[src/tadc_pkg.sv]
package tadc_pkg;

    // Configuration register indexes
    localparam logic [1:0] REG_COMMAND_X       = 2'd0;
    localparam logic [1:0] REG_COMMAND_Y       = 2'd1;
    localparam logic [1:0] REG_TWELVE_BIT_MODE = 2'd2;
    localparam logic [1:0] REG_SETTLE_TICKS    = 2'd3;

    localparam int CFG_INDEX_W = 2;
    localparam int CFG_DATA_W  = 16;

    // Register reset values
    localparam logic [7:0]  COMMAND_X_RESET    = 8'h90;
    localparam logic [7:0]  COMMAND_Y_RESET    = 8'hD0;
    localparam logic        TWELVE_BIT_RESET   = 1'b1;
    localparam logic [15:0] SETTLE_TICKS_RESET = 16'd1000;

    // Frame geometry
    localparam int          CMD_W          = 8;
    localparam int          SAMPLE_W       = 12;
    localparam int          BIT_COUNT_W    = 4;
    localparam logic [3:0]  CMD_BITS       = 4'd8;
    localparam logic [3:0]  READ_LEN_LONG  = 4'd12;
    localparam logic [3:0]  READ_LEN_SHORT = 4'd8;

endpackage

[src/touch_adc_spi_averager_unit.sv]
// Latency: the result beat for an accepted tick is presented on the next cycle.
// Throughput: one tick per cycle, set by the single register stage that holds
// the sequencer state and the output beat; a tick is taken whenever the
// output register is empty or being emptied.
// Reset (rst_n low, asynchronous): sequencer idle, chip select high, clock and
// data low, averages zero, configuration registers at their default values.
module touch_adc_spi_averager_unit #(
    parameter int AVERAGE_LOG2 = 3
) (
    input  logic                                clk,
    input  logic                                rst_n,

    // Configuration write port
    input  logic                                cfg_we,
    input  logic [tadc_pkg::CFG_INDEX_W-1:0]    cfg_index,
    input  logic [tadc_pkg::CFG_DATA_W-1:0]     cfg_data,

    // Tick input channel
    input  logic                                in_valid,
    output logic                                in_stall,
    input  logic                                start_req,
    input  logic                                data_in_pin,

    // Result channel
    output logic                                out_valid,
    input  logic                                out_stall,
    output logic                                chip_select_n,
    output logic                                serial_clock,
    output logic                                data_out_pin,
    output logic                                busy_res,
    output logic                                done_res,
    output logic [tadc_pkg::SAMPLE_W-1:0]       x_average,
    output logic [tadc_pkg::SAMPLE_W-1:0]       y_average
);

    // Sums are wide enough for 2^AVERAGE_LOG2 full-scale samples; the frame
    // counter covers X and Y frames, 2 * 2^AVERAGE_LOG2 in all.
    localparam int SUM_W = tadc_pkg::SAMPLE_W + AVERAGE_LOG2;
    localparam int FRAME_W = AVERAGE_LOG2 + 1;
    localparam logic [FRAME_W-1:0] FRAME_LAST = FRAME_W'((2 << AVERAGE_LOG2) - 1);

    typedef enum logic [3:0] {
        PH_IDLE     = 4'd0,
        PH_SETTLE   = 4'd1,
        PH_SELECT   = 4'd2,
        PH_CMD_LOW  = 4'd3,
        PH_CMD_HIGH = 4'd4,
        PH_BUSY_A   = 4'd5,
        PH_BUSY_B   = 4'd6,
        PH_BUSY_C   = 4'd7,
        PH_BUSY_D   = 4'd8,
        PH_RD_HIGH  = 4'd9,
        PH_RD_LOW   = 4'd10,
        PH_RD_TAIL  = 4'd11,
        PH_END      = 4'd12
    } phase_t;

    // Configuration registers
    logic [tadc_pkg::CMD_W-1:0]      command_x_reg;
    logic [tadc_pkg::CMD_W-1:0]      command_y_reg;
    logic                            twelve_bit_mode_reg;
    logic [15:0]                     settle_ticks_reg;

    // Sequencer state
    phase_t                          phase_reg, phase_next;
    logic [15:0]                     wait_count_reg, wait_count_next;
    logic [tadc_pkg::BIT_COUNT_W-1:0] bit_count_reg, bit_count_next;
    logic [FRAME_W-1:0]              frame_count_reg, frame_count_next;
    logic [tadc_pkg::CMD_W-1:0]      command_shift_reg, command_shift_next;
    logic [tadc_pkg::SAMPLE_W-1:0]   read_shift_reg, read_shift_next;
    logic [SUM_W-1:0]                sum_x_reg, sum_x_next;
    logic [SUM_W-1:0]                sum_y_reg, sum_y_next;

    // Pin levels and averages double as the output beat: they change only
    // when a tick is accepted, which needs the output register free.
    logic [tadc_pkg::SAMPLE_W-1:0]   x_hold_reg, x_hold_next;
    logic [tadc_pkg::SAMPLE_W-1:0]   y_hold_reg, y_hold_next;
    logic                            pin_cs_reg, pin_cs_next;
    logic                            pin_clk_reg, pin_clk_next;
    logic                            pin_dout_reg, pin_dout_next;
    logic                            busy_reg, busy_next;
    logic                            done_reg, done_next;
    logic                            out_valid_reg;

    logic                            in_accept;
    logic [tadc_pkg::BIT_COUNT_W-1:0] read_len;

    // Stall the input only while a beat is parked and the sink holds it off
    assign in_stall  = out_valid_reg & out_stall;
    assign in_accept = in_valid & ~in_stall;

    assign read_len = twelve_bit_mode_reg ? tadc_pkg::READ_LEN_LONG
                                          : tadc_pkg::READ_LEN_SHORT;

    // Sequencer: one tick of the bit-banged serial timing per accepted beat
    always_comb
    begin
        phase_next         = phase_reg;
        wait_count_next    = wait_count_reg;
        bit_count_next     = bit_count_reg;
        frame_count_next   = frame_count_reg;
        command_shift_next = command_shift_reg;
        read_shift_next    = read_shift_reg;
        sum_x_next         = sum_x_reg;
        sum_y_next         = sum_y_reg;
        x_hold_next        = x_hold_reg;
        y_hold_next        = y_hold_reg;
        pin_cs_next        = pin_cs_reg;
        pin_clk_next       = pin_clk_reg;
        pin_dout_next      = pin_dout_reg;
        busy_next          = 1'b1;
        done_next          = 1'b0;

        unique case (phase_reg)
            PH_SETTLE:
            begin
                pin_cs_next     = 1'b1;
                pin_clk_next    = 1'b0;
                wait_count_next = wait_count_reg - 16'd1;
                if (wait_count_next == 16'd0)
                begin
                    phase_next = PH_SELECT;
                end
            end
            PH_SELECT:
            begin
                // Drop chip select and latch the command for this frame
                pin_cs_next        = 1'b0;
                pin_clk_next       = 1'b0;
                command_shift_next = frame_count_reg[0] ? command_y_reg : command_x_reg;
                read_shift_next    = '0;
                bit_count_next     = '0;
                phase_next         = PH_CMD_LOW;
            end
            PH_CMD_LOW:
            begin
                pin_clk_next  = 1'b0;
                pin_dout_next = command_shift_reg[tadc_pkg::CMD_W-1];
                phase_next    = PH_CMD_HIGH;
            end
            PH_CMD_HIGH:
            begin
                pin_clk_next       = 1'b1;
                command_shift_next = {command_shift_reg[tadc_pkg::CMD_W-2:0], 1'b0};
                bit_count_next     = bit_count_reg + 1'b1;
                phase_next         = (bit_count_next >= tadc_pkg::CMD_BITS) ? PH_BUSY_A
                                                                            : PH_CMD_LOW;
            end
            PH_BUSY_A:
            begin
                pin_clk_next = 1'b0;
                phase_next   = PH_BUSY_B;
            end
            PH_BUSY_B:
            begin
                pin_clk_next = 1'b1;
                phase_next   = PH_BUSY_C;
            end
            PH_BUSY_C:
            begin
                pin_clk_next = 1'b0;
                phase_next   = PH_BUSY_D;
            end
            PH_BUSY_D:
            begin
                pin_clk_next   = 1'b0;
                bit_count_next = '0;
                phase_next     = PH_RD_HIGH;
            end
            PH_RD_HIGH:
            begin
                pin_clk_next = 1'b1;
                phase_next   = PH_RD_LOW;
            end
            PH_RD_LOW:
            begin
                // Sample the converter output after the falling edge
                pin_clk_next    = 1'b0;
                read_shift_next = {read_shift_reg[tadc_pkg::SAMPLE_W-2:0], data_in_pin};
                bit_count_next  = bit_count_reg + 1'b1;
                phase_next      = (bit_count_next >= read_len) ? PH_RD_TAIL : PH_RD_HIGH;
            end
            PH_RD_TAIL:
            begin
                pin_clk_next = 1'b1;
                phase_next   = PH_END;
            end
            PH_END:
            begin
                pin_cs_next  = 1'b1;
                pin_clk_next = 1'b0;
                if (frame_count_reg[0])
                begin
                    sum_y_next = sum_y_reg + SUM_W'(read_shift_reg);
                end
                else
                begin
                    sum_x_next = sum_x_reg + SUM_W'(read_shift_reg);
                end
                if (frame_count_reg == FRAME_LAST)
                begin
                    x_hold_next      = sum_x_next[AVERAGE_LOG2 +: tadc_pkg::SAMPLE_W];
                    y_hold_next      = sum_y_next[AVERAGE_LOG2 +: tadc_pkg::SAMPLE_W];
                    done_next        = 1'b1;
                    frame_count_next = '0;
                    phase_next       = PH_IDLE;
                end
                else
                begin
                    frame_count_next = frame_count_reg + 1'b1;
                    phase_next       = PH_SELECT;
                end
            end
            default:
            begin
                // Idle, and any unused phase code behaves the same
                phase_next   = PH_IDLE;
                pin_cs_next  = 1'b1;
                pin_clk_next = 1'b0;
                if (start_req)
                begin
                    sum_x_next       = '0;
                    sum_y_next       = '0;
                    frame_count_next = '0;
                    bit_count_next   = '0;
                    wait_count_next  = settle_ticks_reg;
                    phase_next       = (settle_ticks_reg == 16'd0) ? PH_SELECT : PH_SETTLE;
                end
                else
                begin
                    busy_next = 1'b0;
                end
            end
        endcase
    end

    always_ff @(posedge clk or negedge rst_n)
    begin
        if (!rst_n)
        begin
            command_x_reg       <= tadc_pkg::COMMAND_X_RESET;
            command_y_reg       <= tadc_pkg::COMMAND_Y_RESET;
            twelve_bit_mode_reg <= tadc_pkg::TWELVE_BIT_RESET;
            settle_ticks_reg    <= tadc_pkg::SETTLE_TICKS_RESET;
            phase_reg           <= PH_IDLE;
            wait_count_reg      <= '0;
            bit_count_reg       <= '0;
            frame_count_reg     <= '0;
            command_shift_reg   <= '0;
            read_shift_reg      <= '0;
            sum_x_reg           <= '0;
            sum_y_reg           <= '0;
            x_hold_reg          <= '0;
            y_hold_reg          <= '0;
            pin_cs_reg          <= 1'b1;
            pin_clk_reg         <= 1'b0;
            pin_dout_reg        <= 1'b0;
            busy_reg            <= 1'b0;
            done_reg            <= 1'b0;
            out_valid_reg       <= 1'b0;
        end
        else
        begin
            if (cfg_we)
            begin
                unique case (cfg_index)
                    tadc_pkg::REG_COMMAND_X:
                        command_x_reg <= cfg_data[tadc_pkg::CMD_W-1:0];
                    tadc_pkg::REG_COMMAND_Y:
                        command_y_reg <= cfg_data[tadc_pkg::CMD_W-1:0];
                    tadc_pkg::REG_TWELVE_BIT_MODE:
                        twelve_bit_mode_reg <= cfg_data[0];
                    tadc_pkg::REG_SETTLE_TICKS:
                        settle_ticks_reg <= cfg_data;
                    default:
                    begin
                    end
                endcase
            end

            if (in_accept)
            begin
                // Advance the sequencer and load the output beat together
                phase_reg         <= phase_next;
                wait_count_reg    <= wait_count_next;
                bit_count_reg     <= bit_count_next;
                frame_count_reg   <= frame_count_next;
                command_shift_reg <= command_shift_next;
                read_shift_reg    <= read_shift_next;
                sum_x_reg         <= sum_x_next;
                sum_y_reg         <= sum_y_next;
                x_hold_reg        <= x_hold_next;
                y_hold_reg        <= y_hold_next;
                pin_cs_reg        <= pin_cs_next;
                pin_clk_reg       <= pin_clk_next;
                pin_dout_reg      <= pin_dout_next;
                busy_reg          <= busy_next;
                done_reg          <= done_next;
                out_valid_reg     <= 1'b1;
            end
            else if (!out_stall)
            begin
                // Beat taken with nothing new behind it
                out_valid_reg <= 1'b0;
            end
        end
    end

    assign out_valid     = out_valid_reg;
    assign chip_select_n = pin_cs_reg;
    assign serial_clock  = pin_clk_reg;
    assign data_out_pin  = pin_dout_reg;
    assign busy_res      = busy_reg;
    assign done_res      = done_reg;
    assign x_average     = x_hold_reg;
    assign y_average     = y_hold_reg;

endmodule

[config.mk]
export PLATFORM = sky130hd
export DESIGN_NAME = touch_adc_spi_averager_unit
export DESIGN_NICKNAME = d
export VERILOG_FILES = /design/src/tadc_pkg.sv /design/src/touch_adc_spi_averager_unit.sv
export SDC_FILE = /design/constraint.sdc
export NUM_CORES = 1
export LEC_CHECK = 0
export CORE_ASPECT_RATIO = 0.5
export CORE_MARGIN = 2
export CORE_UTILIZATION = 50
export DETAILED_ROUTE_END_ITERATION = 12
export DONT_BUFFER_PORTS = 1
export RECOVER_POWER = 100
export SLEW_MARGIN = 0
export SYNTH_ARGS = -nofsm -noshare
export SYNTH_HDL_FRONTEND = slang
export SYNTH_SLANG_ARGS = --single-unit
export TNS_END_PERCENT = 1
[constraint.sdc]
create_clock -name clk -period 3 [get_ports clk]
set_input_delay 0.6 -clock clk [delete_from_list [all_inputs] [get_ports clk]]
set_output_delay 0.6 -clock clk [all_outputs]
set_load 0.05 [all_outputs]
After elaboration in Yosys (flattened, before gate mapping). Cells that the tools add are included.

Input port bits: 25. Output and inout bits: 31. Register bits after elaboration: 141. Logic and storage cells: 117.

Bitwise logic cells: 7. Add/subtract/negate cells: 5. Equality and inequality tests: 20. Muxes and demuxes: 30. $lt $le $gt $ge: 2. Reductions and logical operators: 31.

Operators by type and width (number): 15-bit case mux with 2 select lines (2); 4-bit case mux with 12 select lines (1); 15-bit 2-to-1 mux (3); 16-bit zero test (2); 16-bit case mux with 2 select lines (1); 15-bit by 12-bit adder with 15-bit output (2); 4-bit equality test, second input constant (6); 12-bit case mux with 2 select lines (1); 11-bit OR reduction (2); 2-bit AND reduction (9); 4-bit by 3-bit equality test with 1-bit output, second input constant (4); 16-bit 2-to-1 mux (1); 8-bit case mux with 2 select lines (1); 16-bit by 1-bit subtractor with 16-bit output, second input constant (1); 4-bit 2-to-1 mux (3); 4-bit case mux with 3 select lines (1); 3-bit AND reduction (4); 12-bit OR reduction (1); 9-bit OR reduction (1); 4-bit by 1-bit adder with 4-bit output, second input constant (2); 4-bit by 2-bit equality test with 1-bit output, second input constant (2); 2-bit 2-to-1 mux (4); 8-bit 2-to-1 mux (1); 4-bit case mux with 2 select lines (1); other kinds (19) (39).

Logic depth before layout (Yosys ltp).
Depth in word-level cells: 4. Mapped depth: 10. Depth with buffers taken out: 9.

Least setup slack after synthesis. Ideal clock, no wire load.

Path kind: reg2reg. From: register wait_count_reg[0]. To: register phase_reg[0]. Setup time: 0.128 ns. Period minus slack after synthesis: 2.464 ns. Setup slack: 0.536 ns. Arrival: 2.336 ns. Required time: 2.872 ns. Cell stages (with the launch flop): 8. Path buffers: 0. Path through: dfrtp_1 -> or3_4 -> or3_4 -> or4_4 -> nand2_1 -> nand4_1 -> o22ai_2 -> mux2_1.

Longest elaborated chain between the ends: 4.

RTL lines: start: declaration (line touch_adc_spi_averager_unit.sv:66) `logic [15:0] wait_count_reg, wait_count_next;`; start signal: assignment (line touch_adc_spi_averager_unit.sv:285) `wait_count_reg <= wait_count_next;`; 16-bit by 1-bit subtractor with 16-bit output (line touch_adc_spi_averager_unit.sv:119) `wait_count_next = wait_count_reg - 16'd1;`; 16-bit zero test (line touch_adc_spi_averager_unit.sv:120) `if (wait_count_next == 16'd0)`; 2-bit != test (no line); 2-bit AND reduction (no line); end signal: assignment (line touch_adc_spi_averager_unit.sv:284) `phase_reg <= phase_next;`; end: declaration (line touch_adc_spi_averager_unit.sv:65) `phase_t phase_reg, phase_next;`.

No other way between the ends. A chain may end at the register's enable or synchronous reset.

Worst setup path in the final report. Ends and elaborated chain as after synthesis.

==> results.json <==
{
  "outcome": "complete, but fails checks",
  "violations": "hold timing",
  "clk_latency_ns": 0.43,
  "crit_family": "simple AND/OR/NAND/NOR gates",
  "die_w_um": 179,
  "register_area_um2": 3540,
  "finalHoldViolCount": 128,
  "wl_um": 17300,
  "port_buffers": 0,
  "fin_worst_skew_ns": 0.0116,
  "final_cell_mix": "dfrtp_1, o21ai_0, nand2_1",
  "r2r-start": "wait_count_reg[0]",
  "core_um2": 14700,
  "yosysWarningCount": 0,
  "cp_data_arrival_time_ns": 3.07,
  "layout_commonest_cell": "dfrtp_1",
  "synth-seq-cells": 141,
  "finalCriticalPeriod_ns": 2.77,
  "r2r_end": "phase_reg[0]",
  "critical-path-top-cell-by-count": "or3_4",
  "critPathSlowestCell": "or4_4",
  "ff2ff_setup_slack_ns": 0.23,
  "syn-cell-area_um2": 7630,
  "die_h_um": 91.4,
  "cp.required_ns": 3.31,
  "ys_types": 57,
  "cts_resized": 0,
  "slew_viol_final": 0,
  "timing.final.crit_share": 0.922,
  "dieArea_um2": 16300,
  "crit_fanout": 7,
  "synth-async-reset-ratio": 1.00,
  "cts_root_buf": "clkbuf_16",
  "io_pins": 56,
  "post_cts_buffers": 0,
  "fin_area_um2": 8450,
  "syn_inst": 775,
  "cts_buffers": 17,
  "crit_start": "wait_count_reg[0]",
  "routedWlPerCell_um": 17.5,
  "startpoint_type": "flop",
  "max_cap_viol_count": 0,
  "gp_congestion": 0.870,
  "vias": 5767,
  "drt_iter0_drc": 335,
  "dp_hpwl_um": 11700,
  "cts_sinks": 141,
  "tightestPinTransition_ns": 0.772,
  "synth_edf_count": 0,
  "vias_per_cell": 5.84,
  "drc": 0,
  "core.rowCount": 31,
  "fmax_mhz": 362,
  "fillCellCount": 1275,
  "cts_tree": "built",
  "multi_input_area_um2": 3870,
  "cellPowerDensity_nw_per_um2": 757,
  "grt_pass1_wl_um": 29500,
  "r2r_cells": 7,
  "path_class": "reg -> reg",
  "antenna_cells": 0,
  "grt_max_degree": 142,
  "slew_headroom": 0.486,
  "tns_ns": 0,
  "grt_overflow": 0,
  "critPathMaxStageDelay_ns": 0.50,
  "rsz0062_at_grt": "false",
  "path_cells": "or3_4, or3_4, or4_4, nand2_1, nand4_1, o22ai_1, mux2_1",
  "syn_nets": 835,
  "fin_util": 0.575,
  "drtPass1Iterations": 5,
  "hold_class": "in -> async",
  "initial_core_util": 0.519,
  "end_kind": "flop",
  "htreeDepth": 4,
  "ir_drop_mv": 0.463,
  "syn-mean-instance-area_um2": 9.84,
  "dp.cells": 955,
  "clk_pin_slew_ns": 0.06,
  "drive_gt1_frac": 0.123,
  "setup_viol": 0,
  "cp_num_buf_inv": 0,
  "track_usage": 0.228,
  "area_growth_pct": 10.8,
  "layout.nets": 836,
  "synth_flop_cell": "dfrtp_1",
  "cts_max_path_buffers": 2,
  "whs_ns": -0.127,
  "drtAntennaViolNets": 0,
  "grt_pass1_vias": 5806,
  "synth-seq-area-share": 0.465,
  "place_area_um2": 7890,
  "power_leakage_nw": 3.77,
  "antenna_found_initial": 0,
  "final_cells": 987
}
-- per-stage QoR --
stage          setup WS (ns)  total power (W)
6_report               0.235          0.00640
5_1_grt               0.0525          0.00679
4_1_cts                0.312          0.00647
3_5_place_dp           0.352          0.00429
3_3_place_gp           0.373          0.00425
2_1_floorplan          0.536          0.00388
-- where the power goes --
group | leakage [nW] | internal [W] | switching, W
clock | 0.287 | 0.00130 | 0.000863
combinational | 1.71 | 0.000621 | 0.000893
sequential | 1.77 | 0.00226 | 0.000455
total | 3.77 | 0.00418 | 0.00221
-- worst max-delay path by stage --
stage / to / cells past startpoint
3_5_place_dp: x_average[7] / 9
2_1_floorplan: phase_reg[0] / 7
5_1_grt: wait_count_reg[2] / 9
4_1_cts: x_average[7] / 9
3_3_place_gp: x_average[7] / 9
6_report: phase_reg[0] / 7
-- layout make-up --
type / count / share of cell area
multi-input combinational: 580 / 0.458
sequential: 141 / 0.419
clock buffer: 21 / 0.0556
tap: 198 / 0.0293
clock inverter: 11 / 0.0155
timing repair buffer: 21 / 0.0152
inverter: 15 / 0.00666
-- per-layer routing --
layer,track usage,vias to the layer above,wire (µm)
li1,-,2837,-
met1,0.315,2787,8590
met2,0.355,123,7680
met3,0.0599,20,818
met4,0.0650,0,200
met5,0,-,0
-- synthesized netlist by cell type (4+ instances only) --
library cell	count	area, µm²
nor3_1	19	95.1
nor3b_1	4	30.0
nand2b_1	8	50.1
ha_1	33	413
dfrtp_1	128	3200
o21ai_0	88	440
inv_1	15	56.3
a31oi_1	6	37.5
nor4_1	8	50.1
or3_1	8	50.1
nand2_1	81	304
and2_1	5	31.3
xor2_1	12	105
nor2_1	45	169
a22oi_1	5	37.5
a22o_1	38	333
nand3_1	18	90.1
mux2_2	35	394
o22ai_1	4	25.0
mux2i_1	25	250
clkbuf_1	35	131
nand4_1	9	56.3
xnor2_1	14	123
dfstp_2	13	342
nor2b_1	7	43.8
a21o_1	4	30.0
a211oi_1	9	67.6
a21oi_1	49	245
-- cell families after synthesis --
kind of cell / count (synthesis) / synth area share
flops: 141 / 0.465
simple gates: 226 / 0.141
compound gates: 231 / 0.191
xor+xnor: 26 / 0.0298
buf+inv: 54 / 0.0267
fa+ha+maj: 35 / 0.0594
mux: 62 / 0.0874
Note: power is estimated with default switching activity, not from simulation.
